File: config.mk
export PLATFORM = sky130hd
export DESIGN_NAME = quoted_word_splitter_unit_flat
export DESIGN_NICKNAME = d
export VERILOG_FILES = /design/src/rtl/core/qws_pkg.sv /design/src/rtl/core/qws_char_if.sv /design/src/rtl/core/qws_tok_if.sv /design/src/rtl/core/quoted_word_splitter_unit.sv /design/src/flat_wrapper.sv
export VERILOG_INCLUDE_DIRS = /design/src /design/src/rtl/core
export SDC_FILE = /design/constraint.sdc
export NUM_CORES = 1
export LEC_CHECK = 0
export ABC_AREA = 1
export BUFFER_PORTS_ARGS = -buffer_cell sky130_fd_sc_hd__buf_2
export CAP_MARGIN = 25
export CELL_PAD_IN_SITES_DETAIL_PLACEMENT = 0
export CELL_PAD_IN_SITES_GLOBAL_PLACEMENT = 2
export CORE_MARGIN = 5
export CORE_UTILIZATION = 39
export DETAILED_ROUTE_END_ITERATION = 10
export PLACE_DENSITY_LB_ADDON = 0.3
export REMOVE_ABC_BUFFERS = 1
export SLEW_MARGIN = 25
export SYNTH_ARGS = -nofsm -noshare
export SYNTH_HDL_FRONTEND = slang
export SYNTH_SLANG_ARGS = --single-unit
File: constraint.sdc
create_clock -name clk -period 5.21 [get_ports clk]
set_input_delay 0.2605 -clock clk [delete_from_list [all_inputs] [get_ports clk]]
set_output_delay 0.2605 -clock clk [all_outputs]
set_load 0.05 [all_outputs]
File: src/rtl/core/quoted_word_splitter_unit_assert.svh
// Assertion macros for the quoted word splitter
`ifndef QUOTED_WORD_SPLITTER_UNIT_ASSERT_SVH
`define QUOTED_WORD_SPLITTER_UNIT_ASSERT_SVH

// Same-cycle implication, sampled on clk, off during reset
`define QWS_ASSERT_NOW(label, ante, cons) \
	label: assert property (@(posedge clk) disable iff (!arst_n) (ante) |-> (cons)) \
		else $error("quoted word splitter: same-cycle check failed");

// Next-cycle implication, sampled on clk, off during reset
`define QWS_ASSERT_NEXT(label, ante, cons) \
	label: assert property (@(posedge clk) disable iff (!arst_n) (ante) |=> (cons)) \
		else $error("quoted word splitter: next-cycle check failed");

`endif

File: src/rtl/core/qws_pkg.sv
// Types, codes and helpers used by the quoted word splitter unit
package qws_pkg;

	localparam logic [1:0] KIND_CHAR     = 2'd0;
	localparam logic [1:0] KIND_WORD_END = 2'd1;
	localparam logic [1:0] KIND_STR_END  = 2'd2;

	localparam logic [7:0] QUOTE_CHAR = 8'h22;
	localparam logic [7:0] NUL_CHAR   = 8'h00;
	localparam logic [7:0] MAX_WORDS_RESET = 8'd16;

	localparam int unsigned MAX_RESULTS = 3;

	typedef struct packed {
		logic [1:0] kind;
		logic [7:0] out_byte;
		logic [7:0] word_index;
	} res_t;

	typedef logic [$clog2(MAX_RESULTS+1)-1:0] res_cnt_t;

	function automatic logic is_blank(input logic [7:0] b);
		return (b == 8'h20) || ((b >= 8'h09) && (b <= 8'h0D));
	endfunction

	function automatic res_t make_res(input logic [1:0] kind, input logic [7:0] b,
		input logic [7:0] idx);
		res_t r;
		r.kind       = kind;
		r.out_byte   = b;
		r.word_index = idx;
		return r;
	endfunction

endpackage

File: src/rtl/core/qws_char_if.sv
// Character channel: one input byte item with its flags
interface qws_char_if;
	logic       valid;
	logic       ready;
	logic [7:0] in_byte;
	logic       byte_valid;
	logic       is_last;

	modport source (output valid, output in_byte, output byte_valid, output is_last,
		input ready);
	modport sink (input valid, input in_byte, input byte_valid, input is_last,
		output ready);
endinterface

File: src/rtl/core/qws_tok_if.sv
// Token channel: one result item of the splitter
interface qws_tok_if;
	logic       valid;
	logic       ready;
	logic [1:0] kind;
	logic [7:0] out_byte;
	logic [7:0] word_index;
	logic       run_last;

	modport source (output valid, output kind, output out_byte, output word_index,
		output run_last, input ready);
	modport sink (input valid, input kind, input out_byte, input word_index,
		input run_last, output ready);
endinterface

File: src/rtl/core/quoted_word_splitter_unit.sv
// Quoted word splitter: top level with input register, token logic and result buffer
//
//  channel   dir  payload                                   accepted when
//  chars     in   in_byte[8], byte_valid, is_last          valid & ready
//  tokens    out  kind[2], out_byte[8], word_index[8], run_last  valid & ready
//  cfg       in   cfg_wdata[8] -> max_words                cfg_we
//
// One item per cycle when it gives at most one token and tokens are taken; an item
// giving more than one token holds the input side until its last token is taken.
// An item goes through the input register and then the result buffer.
// Reset clears all string state and sets max_words to 16.
// A stalled token buffer stops the input register, which stops chars.ready.
`include "quoted_word_splitter_unit_assert.svh"

module quoted_word_splitter_unit (
	input  logic        clk,
	input  logic        arst_n,
	qws_char_if.sink    chars,
	qws_tok_if.source   tokens,
	input  logic        cfg_we,
	input  logic [7:0]  cfg_wdata
);

	logic [7:0] max_words_q;

	logic       v_s1;
	logic [7:0] byte_s1;
	logic       bvalid_s1;
	logic       last_s1;

	logic       in_word_q;
	logic       quoting_q;
	logic       quote_pending_q;
	logic [7:0] word_count_q;
	logic       stopped_q;

	qws_pkg::res_t     res_q [qws_pkg::MAX_RESULTS];
	qws_pkg::res_cnt_t cnt_q;

	qws_pkg::res_t     res_new [qws_pkg::MAX_RESULTS];
	qws_pkg::res_cnt_t n_new;
	logic       iw_d, qt_d, qp_d, st_d;
	logic [7:0] wc_d;

	logic pop, load, adv_s1;

	assign pop    = tokens.valid && tokens.ready;
	assign load   = (cnt_q == '0) || ((cnt_q == qws_pkg::res_cnt_t'(1)) && pop);
	assign adv_s1 = v_s1 && load;
	assign chars.ready = !v_s1 || adv_s1;

	always_ff @(posedge clk or negedge arst_n) begin
		if (!arst_n) begin
			max_words_q <= qws_pkg::MAX_WORDS_RESET;
		end else if (cfg_we) begin
			max_words_q <= cfg_wdata;
		end
	end

	// input register
	always_ff @(posedge clk or negedge arst_n) begin
		if (!arst_n) begin
			v_s1 <= 1'b0;
		end else if (chars.ready) begin
			v_s1 <= chars.valid;
		end
	end

	always_ff @(posedge clk) begin
		if (chars.ready && chars.valid) begin
			byte_s1   <= chars.in_byte;
			bvalid_s1 <= chars.byte_valid;
			last_s1   <= chars.is_last;
		end
	end

	// token logic for the item in the input register
	always_comb begin
		logic pair;
		iw_d = in_word_q;
		qt_d = quoting_q;
		qp_d = quote_pending_q;
		wc_d = word_count_q;
		st_d = stopped_q;
		n_new = '0;
		pair = 1'b0;
		for (int i = 0; i < qws_pkg::MAX_RESULTS; i++) begin
			res_new[i] = qws_pkg::make_res(qws_pkg::KIND_CHAR, 8'd0, 8'd0);
		end

		if (bvalid_s1 && !st_d) begin
			if (byte_s1 == qws_pkg::NUL_CHAR) begin
				if (qp_d) begin
					qt_d = !qt_d;
					qp_d = 1'b0;
				end
				if (iw_d) begin
					res_new[n_new] = qws_pkg::make_res(qws_pkg::KIND_WORD_END, 8'd0,
						wc_d - 8'd1);
					n_new = n_new + qws_pkg::res_cnt_t'(1);
					iw_d = 1'b0;
				end
				st_d = 1'b1;
			end else if (iw_d || !qws_pkg::is_blank(byte_s1)) begin
				if (!iw_d) begin
					// start a new word unless the limit is reached
					if (wc_d >= max_words_q) begin
						st_d = 1'b1;
						pair = 1'b1;
					end else begin
						wc_d = wc_d + 8'd1;
						iw_d = 1'b1;
						qt_d = 1'b0;
						qp_d = 1'b0;
					end
				end else if (qp_d) begin
					qp_d = 1'b0;
					if (byte_s1 == qws_pkg::QUOTE_CHAR) begin
						res_new[n_new] = qws_pkg::make_res(qws_pkg::KIND_CHAR,
							qws_pkg::QUOTE_CHAR, wc_d - 8'd1);
						n_new = n_new + qws_pkg::res_cnt_t'(1);
						pair = 1'b1;
					end else begin
						qt_d = !qt_d;
					end
				end
				if (!pair) begin
					if (byte_s1 == qws_pkg::QUOTE_CHAR) begin
						qp_d = 1'b1;
					end else if (qt_d || !qws_pkg::is_blank(byte_s1)) begin
						res_new[n_new] = qws_pkg::make_res(qws_pkg::KIND_CHAR, byte_s1,
							wc_d - 8'd1);
						n_new = n_new + qws_pkg::res_cnt_t'(1);
					end else begin
						res_new[n_new] = qws_pkg::make_res(qws_pkg::KIND_WORD_END, 8'd0,
							wc_d - 8'd1);
						n_new = n_new + qws_pkg::res_cnt_t'(1);
						iw_d = 1'b0;
					end
				end
			end
		end

		if (last_s1) begin
			if (!st_d) begin
				if (qp_d) begin
					qt_d = !qt_d;
					qp_d = 1'b0;
				end
				if (iw_d) begin
					res_new[n_new] = qws_pkg::make_res(qws_pkg::KIND_WORD_END, 8'd0,
						wc_d - 8'd1);
					n_new = n_new + qws_pkg::res_cnt_t'(1);
				end
			end
			res_new[n_new] = qws_pkg::make_res(qws_pkg::KIND_STR_END, 8'd0, wc_d);
			n_new = n_new + qws_pkg::res_cnt_t'(1);
			iw_d = 1'b0;
			qt_d = 1'b0;
			qp_d = 1'b0;
			wc_d = 8'd0;
			st_d = 1'b0;
		end
	end

	always_ff @(posedge clk or negedge arst_n) begin
		if (!arst_n) begin
			in_word_q       <= 1'b0;
			quoting_q       <= 1'b0;
			quote_pending_q <= 1'b0;
			word_count_q    <= 8'd0;
			stopped_q       <= 1'b0;
		end else if (adv_s1) begin
			in_word_q       <= iw_d;
			quoting_q       <= qt_d;
			quote_pending_q <= qp_d;
			word_count_q    <= wc_d;
			stopped_q       <= st_d;
		end
	end

	// result buffer: load a whole item's tokens, shift one out per handshake
	always_ff @(posedge clk or negedge arst_n) begin
		if (!arst_n) begin
			cnt_q <= '0;
		end else if (load) begin
			cnt_q <= v_s1 ? n_new : '0;
		end else if (pop) begin
			cnt_q <= cnt_q - qws_pkg::res_cnt_t'(1);
		end
	end

	always_ff @(posedge clk) begin
		if (adv_s1) begin
			res_q <= res_new;
		end else if (pop) begin
			for (int i = 0; i < qws_pkg::MAX_RESULTS - 1; i++) begin
				res_q[i] <= res_q[i+1];
			end
		end
	end

	assign tokens.valid      = (cnt_q != '0);
	assign tokens.kind       = res_q[0].kind;
	assign tokens.out_byte   = res_q[0].out_byte;
	assign tokens.word_index = res_q[0].word_index;
	assign tokens.run_last   = (cnt_q == qws_pkg::res_cnt_t'(1));

	`QWS_ASSERT_NOW(a_word_counted, in_word_q, word_count_q != 8'd0)
	`QWS_ASSERT_NOW(a_quote_in_word, quote_pending_q, in_word_q)
	`QWS_ASSERT_NOW(a_str_end_last, tokens.valid && (tokens.kind == qws_pkg::KIND_STR_END),
		tokens.run_last)
	`QWS_ASSERT_NEXT(a_load_shows, adv_s1 && (n_new != '0), tokens.valid)
	`QWS_ASSERT_NEXT(a_pop_drains, pop && !load, cnt_q == $past(cnt_q) - qws_pkg::res_cnt_t'(1))

endmodule
File: src/flat_wrapper.sv
// flat-port wrapper written by rule: the top's interface ports become plain ports
module quoted_word_splitter_unit_flat 
  (clk, arst_n, cfg_we, cfg_wdata, chars_valid, chars_in_byte, chars_byte_valid, chars_is_last, chars_ready, tokens_valid, tokens_kind, tokens_out_byte, tokens_word_index, tokens_run_last, tokens_ready);
  qws_char_if chars_i ();
  qws_tok_if tokens_i ();
  input  logic clk;
  input  logic arst_n;
  input  logic cfg_we;
  input  logic [7:0] cfg_wdata;
  input wire logic [$bits(chars_i.valid)-1:0] chars_valid;
  input wire logic [$bits(chars_i.in_byte)-1:0] chars_in_byte;
  input wire logic [$bits(chars_i.byte_valid)-1:0] chars_byte_valid;
  input wire logic [$bits(chars_i.is_last)-1:0] chars_is_last;
  output wire logic [$bits(chars_i.ready)-1:0] chars_ready;
  output wire logic [$bits(tokens_i.valid)-1:0] tokens_valid;
  output wire logic [$bits(tokens_i.kind)-1:0] tokens_kind;
  output wire logic [$bits(tokens_i.out_byte)-1:0] tokens_out_byte;
  output wire logic [$bits(tokens_i.word_index)-1:0] tokens_word_index;
  output wire logic [$bits(tokens_i.run_last)-1:0] tokens_run_last;
  input wire logic [$bits(tokens_i.ready)-1:0] tokens_ready;
  assign chars_i.valid = chars_valid;
  assign chars_i.in_byte = chars_in_byte;
  assign chars_i.byte_valid = chars_byte_valid;
  assign chars_i.is_last = chars_is_last;
  assign chars_ready = chars_i.ready;
  assign tokens_valid = tokens_i.valid;
  assign tokens_kind = tokens_i.kind;
  assign tokens_out_byte = tokens_i.out_byte;
  assign tokens_word_index = tokens_i.word_index;
  assign tokens_run_last = tokens_i.run_last;
  assign tokens_i.ready = tokens_ready;
  quoted_word_splitter_unit u_core (.clk(clk), .arst_n(arst_n), .chars(chars_i), .tokens(tokens_i), .cfg_we(cfg_we), .cfg_wdata(cfg_wdata));
endmodule
Word level (Yosys, flattened, before mapping)
Cells that the tools add are included.

word-level totals
  output and inout bits = 21
  input bits = 23
  flip-flop bits (word level) = 87
  logic and storage cells = 171

operators by class
  muxes and demuxes = 100
  reduce and logical (&&, ||, !) cells = 27
  magnitude comparators = 9
  equality and inequality tests = 4
  bitwise gates (word level) = 3
  add/subtract/negate cells = 8

operators with widths
  kind                                                               count
  2-to-1 mux 54 bit                                                  9
  bitwise mux 54 bit                                                 4
  2-to-1 mux 18 bit                                                  9
  demux 18 bit (select 2 bit)                                        3
  2-to-1 mux 36 bit                                                  3
  2-to-1 mux 8 bit                                                   9
  2-to-1 mux 1 bit                                                   44
  2-to-1 mux 2 bit                                                   17
  subtractor 8 x 1 -> 8 bit, second input constant                   3
  2-to-1 mux 17 bit                                                  1
  == test 8 x 6 -> 1 bit, second input constant                      2
  2-to-1 mux 14 bit                                                  1
  greater-or-equal comparator 3 bit, second input constant           3
  logical AND 1 bit                                                  9
  less-than comparator 3 x 1 -> 1 bit, second input constant         3
  NOT 2 -> 3 bit                                                     3
  adder 8 x 1 -> 8 bit, second input constant                        1
  greater-or-equal comparator 8 x 4 -> 1 bit, second input constant  1
  greater-or-equal comparator 8 bit                                  1
  less-or-equal comparator 8 x 4 -> 1 bit, second input constant     1
  logical NOT 8 bit                                                  1
  nonzero test 2 bit                                                 4
  adder 2 x 1 -> 2 bit, second input constant                        3
  logical OR 1 bit                                                   5
  other kinds (8)                                                    11

Depth between registers and ports, before layout
Gate-level depths: netlist (run 1).

  depth after elaboration = 27
  gate-level depth with buffers = 25
  depth with buffers taken out = 25

Worst setup path after synthesis (run 1)
OpenSTA, ideal clock, no wires.

  path kind = reg2reg
  start point = register u_core.word_count_q[0]
  end point = register u_core.res_q (netlist bit u_core.tokens.word_index[1]) (data pin)
  arrival = 3237 ps
  buffers on the path = 0
  stages on the path, launching flop included = 23
  slack = 1811 ps
  setup time = 162 ps
  required time = 5048 ps
  cells stage by stage = dfrtp_1 -> inv_1 -> ha_1 -> nand2_1 -> nor2_1 -> nor2_1 -> nand2_1 -> nand2_2 -> nand2_2 -> nand2_1 -> inv_1 -> nor2_1 -> nand2_1 -> inv_1 -> nand2_1 -> ha_1 -> o21ai_0 -> ha_1 -> nand2_1 -> nor2_1 -> inv_1 -> or2_2 -> o2111ai_1

on the way
  longest elaborated chain between the ends = 24

ends and longest elaborated chain
  element                                                        line                              text
  start, declared                                                quoted_word_splitter_unit.sv:34   logic [7:0] word_count_q;
  start signal, assigned                                         quoted_word_splitter_unit.sv:177  word_count_q <= wc_d;
  branches (longest 22 deep; another with adder 8 x 1 -> 8 bit)  -
  2-to-1 mux 54 bit (*)                                          quoted_word_splitter_unit.sv:144  if (last_s1) begin
  2-to-1 mux 36 bit (*)                                          quoted_word_splitter_unit.sv:194  if (adv_s1) begin
  end signal, assigned                                           quoted_word_splitter_unit.sv:195  res_q <= res_new;
  end signal, assigned by index                                  quoted_word_splitter_unit.sv:198  res_q[i] <= res_q[i+1];
  end, declared                                                  quoted_word_splitter_unit.sv:37   qws_pkg::res_t res_q [qws_pkg::MAX_RESULTS];

Mark *: on every way between the ends. The select of a mux whose other input is x is not followed.
A chain may end at the register's enable or synchronous reset.

Worst setup path after layout (run 1)
Ends and elaborated chain as after synthesis.

==> reports/results.ini, run 1 <==
[floorplan]
start_util_pct = 40.1
core_area_um2 = 12700
die_area_um2 = 15500
rows = 41
ios = 44
die_w_um = 124
chipHeight_um = 124

[timing]
slew_headroom_pct = 61.5
tightest_slew_ns = 0.577
tns_ns = 0
finalHoldViolCount = 0
max_freq_mhz = 245
period_minus_slack_ns = 4.08
setup_viol = 0
fin_crit_sh_pct = 78.4
slew_viol_final = 0
rsz0062_at_grt = no
finClkSkew_ns = 0.0115

[power_and_ir_drop]
switchingPower_mw = 2.06
p_sw_share_pct = 50.6
power.share.clock_pct = 15.8
p_seq_share_pct = 28.5
ir_drop_mv = 0.541
p_leak_nw = 2.71
combPwrFrac_pct = 55.7
power_density_nw_per_um2 = 712
p_int_mw = 2.02

[drt]
first_pass_iters = 5
ant_nets = 0
routed_via_density = 5.13
drcViolationCount = 0
drt_iter0_drc = 309
routed_wl_um = 13800
vias = 4301
wire_per_inst_um = 16.5

[global_routing]
grtUsageTotal_pct = 18.4
grt_max_degree = 37
grt_pass1_wl_um = 22600
grt.overflow.total = 0
grt_pass1_vias = 4354
antenna_found_initial = 0

[clock_tree]
clk_pin_slew_ns = 0.07
cts_buffers = 9
htree_levels = 3
cts_tree = built
cts.sinks = 79
post_cts_resized = 0
clk_path_buf_depth = 2
insertion_delay_ns = 0.35
cts_root_buffer = clkbuf_16

[critical_path]
cp-startpoint = u_core.word_count_q[0]
cp_max_fo = 7
cp-start-kind = flip-flop
critical-path-top-delay-family = simple AND/OR/NAND/NOR gates
crit_top_cell = nand2_1
crit_type = flip-flop to flip-flop
slowest_stage = dfrtp_1
slowest_delay_ns = 0.47
path_cells = inv_1, ha_1, nand2_1, nor2_1, nor2_1, nand2_1, nand2_2, nand2_2, nand2_1, inv_1, nor2_1, nand2_1, inv_1, nand2_1, ha_1, o21ai_0, ha_1, nand2_1, nor2_1, inv_1, or2_2, o2111ai_1
crit_buf_inv = 4
crit_required_ns = 5.40
timing.rr.start = u_core.word_count_q[0]
endpoint_kind = flip-flop
crit_arrival_ns = 4.27

[synthesis]
avgSynthCellArea_um2 = 8.18
synth_seq_cells = 79
syn_area_um2 = 5110
synth_edf_count = 56
synth_flop_cell = edfxtp_1
synthCells = 624
synthArstFlopShare_pct = 29.1
ys_types = 48
seq_area_frac_synth_pct = 44.2
yosys_warnings = 0

[run_status]
status = complete, no violations

[final_layout]
area_growth_pct = 12.2
fin_area_um2 = 5730
num-nets-final = 706
drive_gt1_share_pct = 16.2
mostFrequentLayoutCells = nand2_1 (162), inv_1 (83), edfxtp_1 (56), nor2_1 (43), buf_2 (43)
num_antenna_cells = 0
final_common_cell = nand2_1

[place]
port_buffers = 43
hpwl_um = 10400
routabilityCongestion = 0.856
placed_area_um2 = 5420

[min_path]
hp-start = chars_in_byte[7]
min-delay-path-class = input pin to flip-flop

[job]
drv_cap = 0

[routing by layer]
layer | track usage (%) | wire (um) | up-vias
met5 | 0 | 0 | -
met4 | 6.96 | 408 | 0
met3 | 4.46 | 678 | 30
met2 | 28.9 | 6250 | 113
met1 | 24.5 | 6490 | 2022
li1 | - | - | 2136
[what timing repair did]
action / in CTS / in global routing
buffers inserted: 0 / 0
endpoints found under the hold margin: 22 / 0
hold buffers: 1 / 0
[flip-flops by register name (all words and copies together) (netlist names)]
register	flops
u_core.tokens.word_index	8
u_core.word_count_q	8
u_core.tokens.out_byte	8
u_core.in_word_q	1
u_core.v_s1	1
u_core.max_words_q	8
u_core.bvalid_s1	1
u_core.last_s1	1
u_core.stopped_q	1
u_core.byte_s1	8
u_core.tokens.kind	2
u_core.cnt_q	2
u_core.quote_pending_q	1
u_core.quoting_q	1
u_core.res_q	28
[final timing paths]
kind                                          endpoint  cells after the start  slack (ns)
max                        u_core.tokens.word_index[1]                     22        1.13
min                                  u_core.byte_s1[7]                      1        0.09
max reg2reg                u_core.tokens.word_index[1]                     22        1.13
min reg2reg                      u_core.max_words_q[4]                      2        0.50
max in group asynchronous       u_core.quote_pending_q                      2        4.37
min in group asynchronous       u_core.word_count_q[1]                      2        0.45
[through the flow]
step / utilization, % / hold WS, ns / total power, mW / worst slack [ns] / std cells
finish: 45.0 / 0.0905 / 4.08 / 1.13 / 839
global route: 45.0 / 0.0748 / 4.42 / 0.654 / 839
CTS: 45.0 / 0.0796 / 4.11 / 1.12 / 839
detailed placement: 42.6 / 0.298 / 3.44 / 1.12 / 822
global placement: 42.6 / 0.294 / 3.45 / 1.34 / 822
floorplan: - / -0.0351 / 2.79 / 1.19 / 603
[cells in the mapped netlist, drive strengths merged (3+ instances only)]
| cell type | n | share of area (%) |
|---|---|---|
| nand2 | 173 | 13 |
| inv | 90 | 6.6 |
| edfxtp | 56 | 33 |
| nor2 | 52 | 4.8 |
| o21ai | 46 | 5.1 |
| nand3 | 40 | 4.2 |
| a21oi | 22 | 2.3 |
| dfrtp | 22 | 11 |
| buf | 21 | 3.1 |
| ha | 21 | 5.1 |
| o22ai | 15 | 1.8 |
| xor2 | 12 | 2.1 |
| nand4 | 11 | 1.5 |
| clkbuf | 7 | 0.51 |
| o31ai | 5 | 0.74 |
| nor3 | 4 | 0.39 |
| o221ai | 4 | 0.69 |
| nand3b | 3 | 0.44 |
| o211ai | 3 | 0.54 |
[logic make-up (layout without fill, tap and decap cells)]
logic type / count (synthesis) / in the layout / share of synthesized area, %
buf+inv: 119 / 155 / 10.3
compound gates: 105 / 105 / 12.8
other cells: 1 / 8 / 0.0734
xor+xnor: 12 / 12 / 2.06
mux: 1 / 1 / 0.221
fa+ha+maj: 21 / 21 / 5.15
simple gates: 286 / 286 / 25.1
flops: 79 / 79 / 44.2
[cell type report]
class / count / area [um^2]
Timing Repair Buffer: 48 / 255
Tap cell: 172 / 215
Inverter: 91 / 342
Clock inverter: 6 / 70.1
Fill cell: 1296 / 6990
Multi-Input combinational cell: 433 / 2360
Sequential cell: 79 / 2260
Clock buffer: 10 / 229
[power by group through the flow]
stage               clock (mW)  sequential (mW)  combinational (mW)
CTS                      0.661             1.16                2.28
floorplan                    0             1.40                1.39
global route             0.687             1.19                2.54
finish                   0.647             1.16                2.27
global placement             0             1.16                2.28
detailed placement           0             1.17                2.27
No activity file was read; power rests on OpenSTA's default activity.
==> run 2: changes to the inputs <==
CORE_UTILIZATION = 33   (was 39)
clock period = 3.45 ns   (was 5.21 ns; I/O delays follow)
==> run 2 against run 1 <==
Effect of this change: final cell count up 7.3%; sequential share of layout area decreased by 2.8 points; sequential power increased by 45%; first-iteration DRC count down 22%; fmax grew 27%; via count up 2.0%; global-route usage down 1.6 points; setup slack worse by 0.90 ns; register-to-register slack worse by 0.90 ns.
==> reports/results.ini, run 2 (synthesis gave the netlist of run 1 again) <==
[floorplan]
core_area_um2 = 15200
start_util_pct = 33.6
rows = 45
die_area_um2 = 18100
die_w_um = 134
ios = 44
chipHeight_um = 134

[timing]
tightest_slew_ns = 0.598
setup_viol = 0
finalHoldViolCount = 0
tns_ns = 0
slew_viol_final = 0
period_minus_slack_ns = 3.22
hold_slack_ns = 0.0204
finClkSkew_ns = 0.0111
slew_headroom_pct = 60.0
fin_crit_sh_pct = 93.4
fin_ws_ns = 0.229
max_freq_mhz = 310

[drt]
wire_per_inst_um = 16.1
vias = 4388
routed_via_density = 4.88
ant_nets = 0
drcViolationCount = 0
routed_wl_um = 14500
first_pass_iters = 5
drt_iter0_drc = 241

[place]
hpwl_um = 11000
preCtsSetupSlack_ns = -0.125
routabilityCongestion = 0.933
port_buffers = 43

[clock_tree]
cts_tree = built
cts_root_buffer = clkbuf_16
cts_buffers = 9
insertion_delay_ns = 0.36
htree_levels = 3
cts.sinks = 79
clk_pin_slew_ns = 0.07
clk_path_buf_depth = 2

[power_and_ir_drop]
power_mw = 6.41
p_int_mw = 3.20
switchingPower_mw = 3.21
power_density_nw_per_um2 = 1040
p_seq_share_pct = 26.1
p_sw_share_pct = 50.1
power.share.clock_pct = 14.4
p_leak_nw = 2.91
ir_drop_mv = 0.723
combPwrFrac_pct = 59.4

[critical_path]
crit_type = flip-flop to flip-flop
crit_required_ns = 3.65
timing.rr.start = u_core.max_words_q[4]
endpoint_kind = flip-flop
rrSetupSlack_ns = 0.23
cp-start-kind = flip-flop
cp_max_fo = 6
r2r_cells = 19
crit_end = u_core.res_q[6]
rr_endpoint = u_core.res_q[6]
cp-startpoint = u_core.max_words_q[4]
crit_arrival_ns = 3.42

[final_layout]
fillers = 1554
largest_reg_flops = 28
top_register = u_core.res_q
final_core_util_pct = 40.6
mostFrequentLayoutCells = nand2_1 (159), inv_1 (80), edfxtp_1 (56), buf_2 (43), buf_4 (38)
num_antenna_cells = 0
drive_gt1_share_pct = 22.3
num-nets-final = 751
area_growth_pct = 20.7
final_common_cell = nand2_1

[global_routing]
grt_pass1_vias = 4373
grt_max_degree = 37
grt.overflow.total = 0
grt_pass1_wl_um = 23500
grtUsageTotal_pct = 16.7
antenna_found_initial = 0

[job]
drv_cap = 0

[min_path]
min-delay-path-class = input pin to flip-flop

[run_status]
status = complete, no violations

[run 2: cell count changes in the layout (fill, tap and decap cells not counted), sizes merged]
cell / previous run / this run
clkinvlp: 2 / 3
inv: 91 / 92
clkbuf: 10 / 9
buf: 47 / 82
dlygate4sd3: 1 / 11
bufinv: 1 / 0
[run 2: worst min path at each step]
stage,startpoint,to,slack [ns],depth (start not counted)
2_1_floorplan,arst_n,u_core.cnt_q[0],-0.12,0
3_3_place_gp,arst_n,u_core.max_words_q[2],0.20,1
5_1_grt,cfg_wdata[5],u_core.max_words_q[5],0.05,3
6_report,cfg_wdata[5],u_core.max_words_q[5],0.02,3
3_5_place_dp,arst_n,u_core.max_words_q[2],0.20,1
4_1_cts,cfg_wdata[5],u_core.max_words_q[5],0.01,3
[run 2: area by class of cell]
type                       instances  area (um^2)  area share [%]
clock inverter                     7         55.1           0.893
clock buffer                       9          225            3.65
sequential                        79         2260            36.6
tap                              188          235            3.82
multi-input combinational        433         2420            39.2
inverter                          91          342            5.54
timing repair buffer              93          631            10.2
[run 2: power by group through the flow]
stage               clock network (mW)  registers [mW]  logic [mW]
finish                           0.927            1.68        3.81
global route                     0.982            1.71        4.25
CTS                              0.953            1.68        3.75
detailed placement                   0            1.70        3.72
global placement                     0            1.69        3.71
floorplan                            0            2.12        2.09
[run 2: timing repair]
action	CTS	global route
pin swaps	0	7
endpoints found under the hold margin	32	0
setup endpoints to repair	12	32
gates cloned	0	0
buffers inserted	0	2
hold buffers	11	0
resized for setup	2	19
[run 2: routing by layer]
| layer | wire [um] | vias to the layer above | global-route usage (%) |
|---|---|---|---|
| met3 | 547 | 18 | 2.36 |
| met5 | 0 | - | 0 |
| met4 | 299 | 0 | 6.28 |
| li1 | - | 2233 | - |
| met2 | 6810 | 105 | 27.5 |
| met1 | 6800 | 2032 | 22.4 |
[run 2: stage by stage]
stage | instance area [um^2] | instances
3_5_place_dp | 5700 | 871
3_3_place_gp | 5700 | 871
2_1_floorplan | 4950 | 603
5_1_grt | 6160 | 900
4_1_cts | 6090 | 898
6_report | 6160 | 900
[run 2: worst max-delay path: stages (launching register included)]
cell and delay, ns:
dfstp_2 0.52, inv_1 0.04, ha_1 0.26, nand2_1 0.05, nor2_2 0.15, nand2_2 0.09
buf_4 0.16, nand3_2 0.08, nand3_1 0.11, nand3_1 0.12, nand2_1 0.08, nand2_2 0.09
nand2_2 0.14, o21ai_2 0.23, inv_1 0.06, ha_1 0.22, nor3_2 0.25, nand2_2 0.11
buf_4 0.18, o22ai_1 0.12
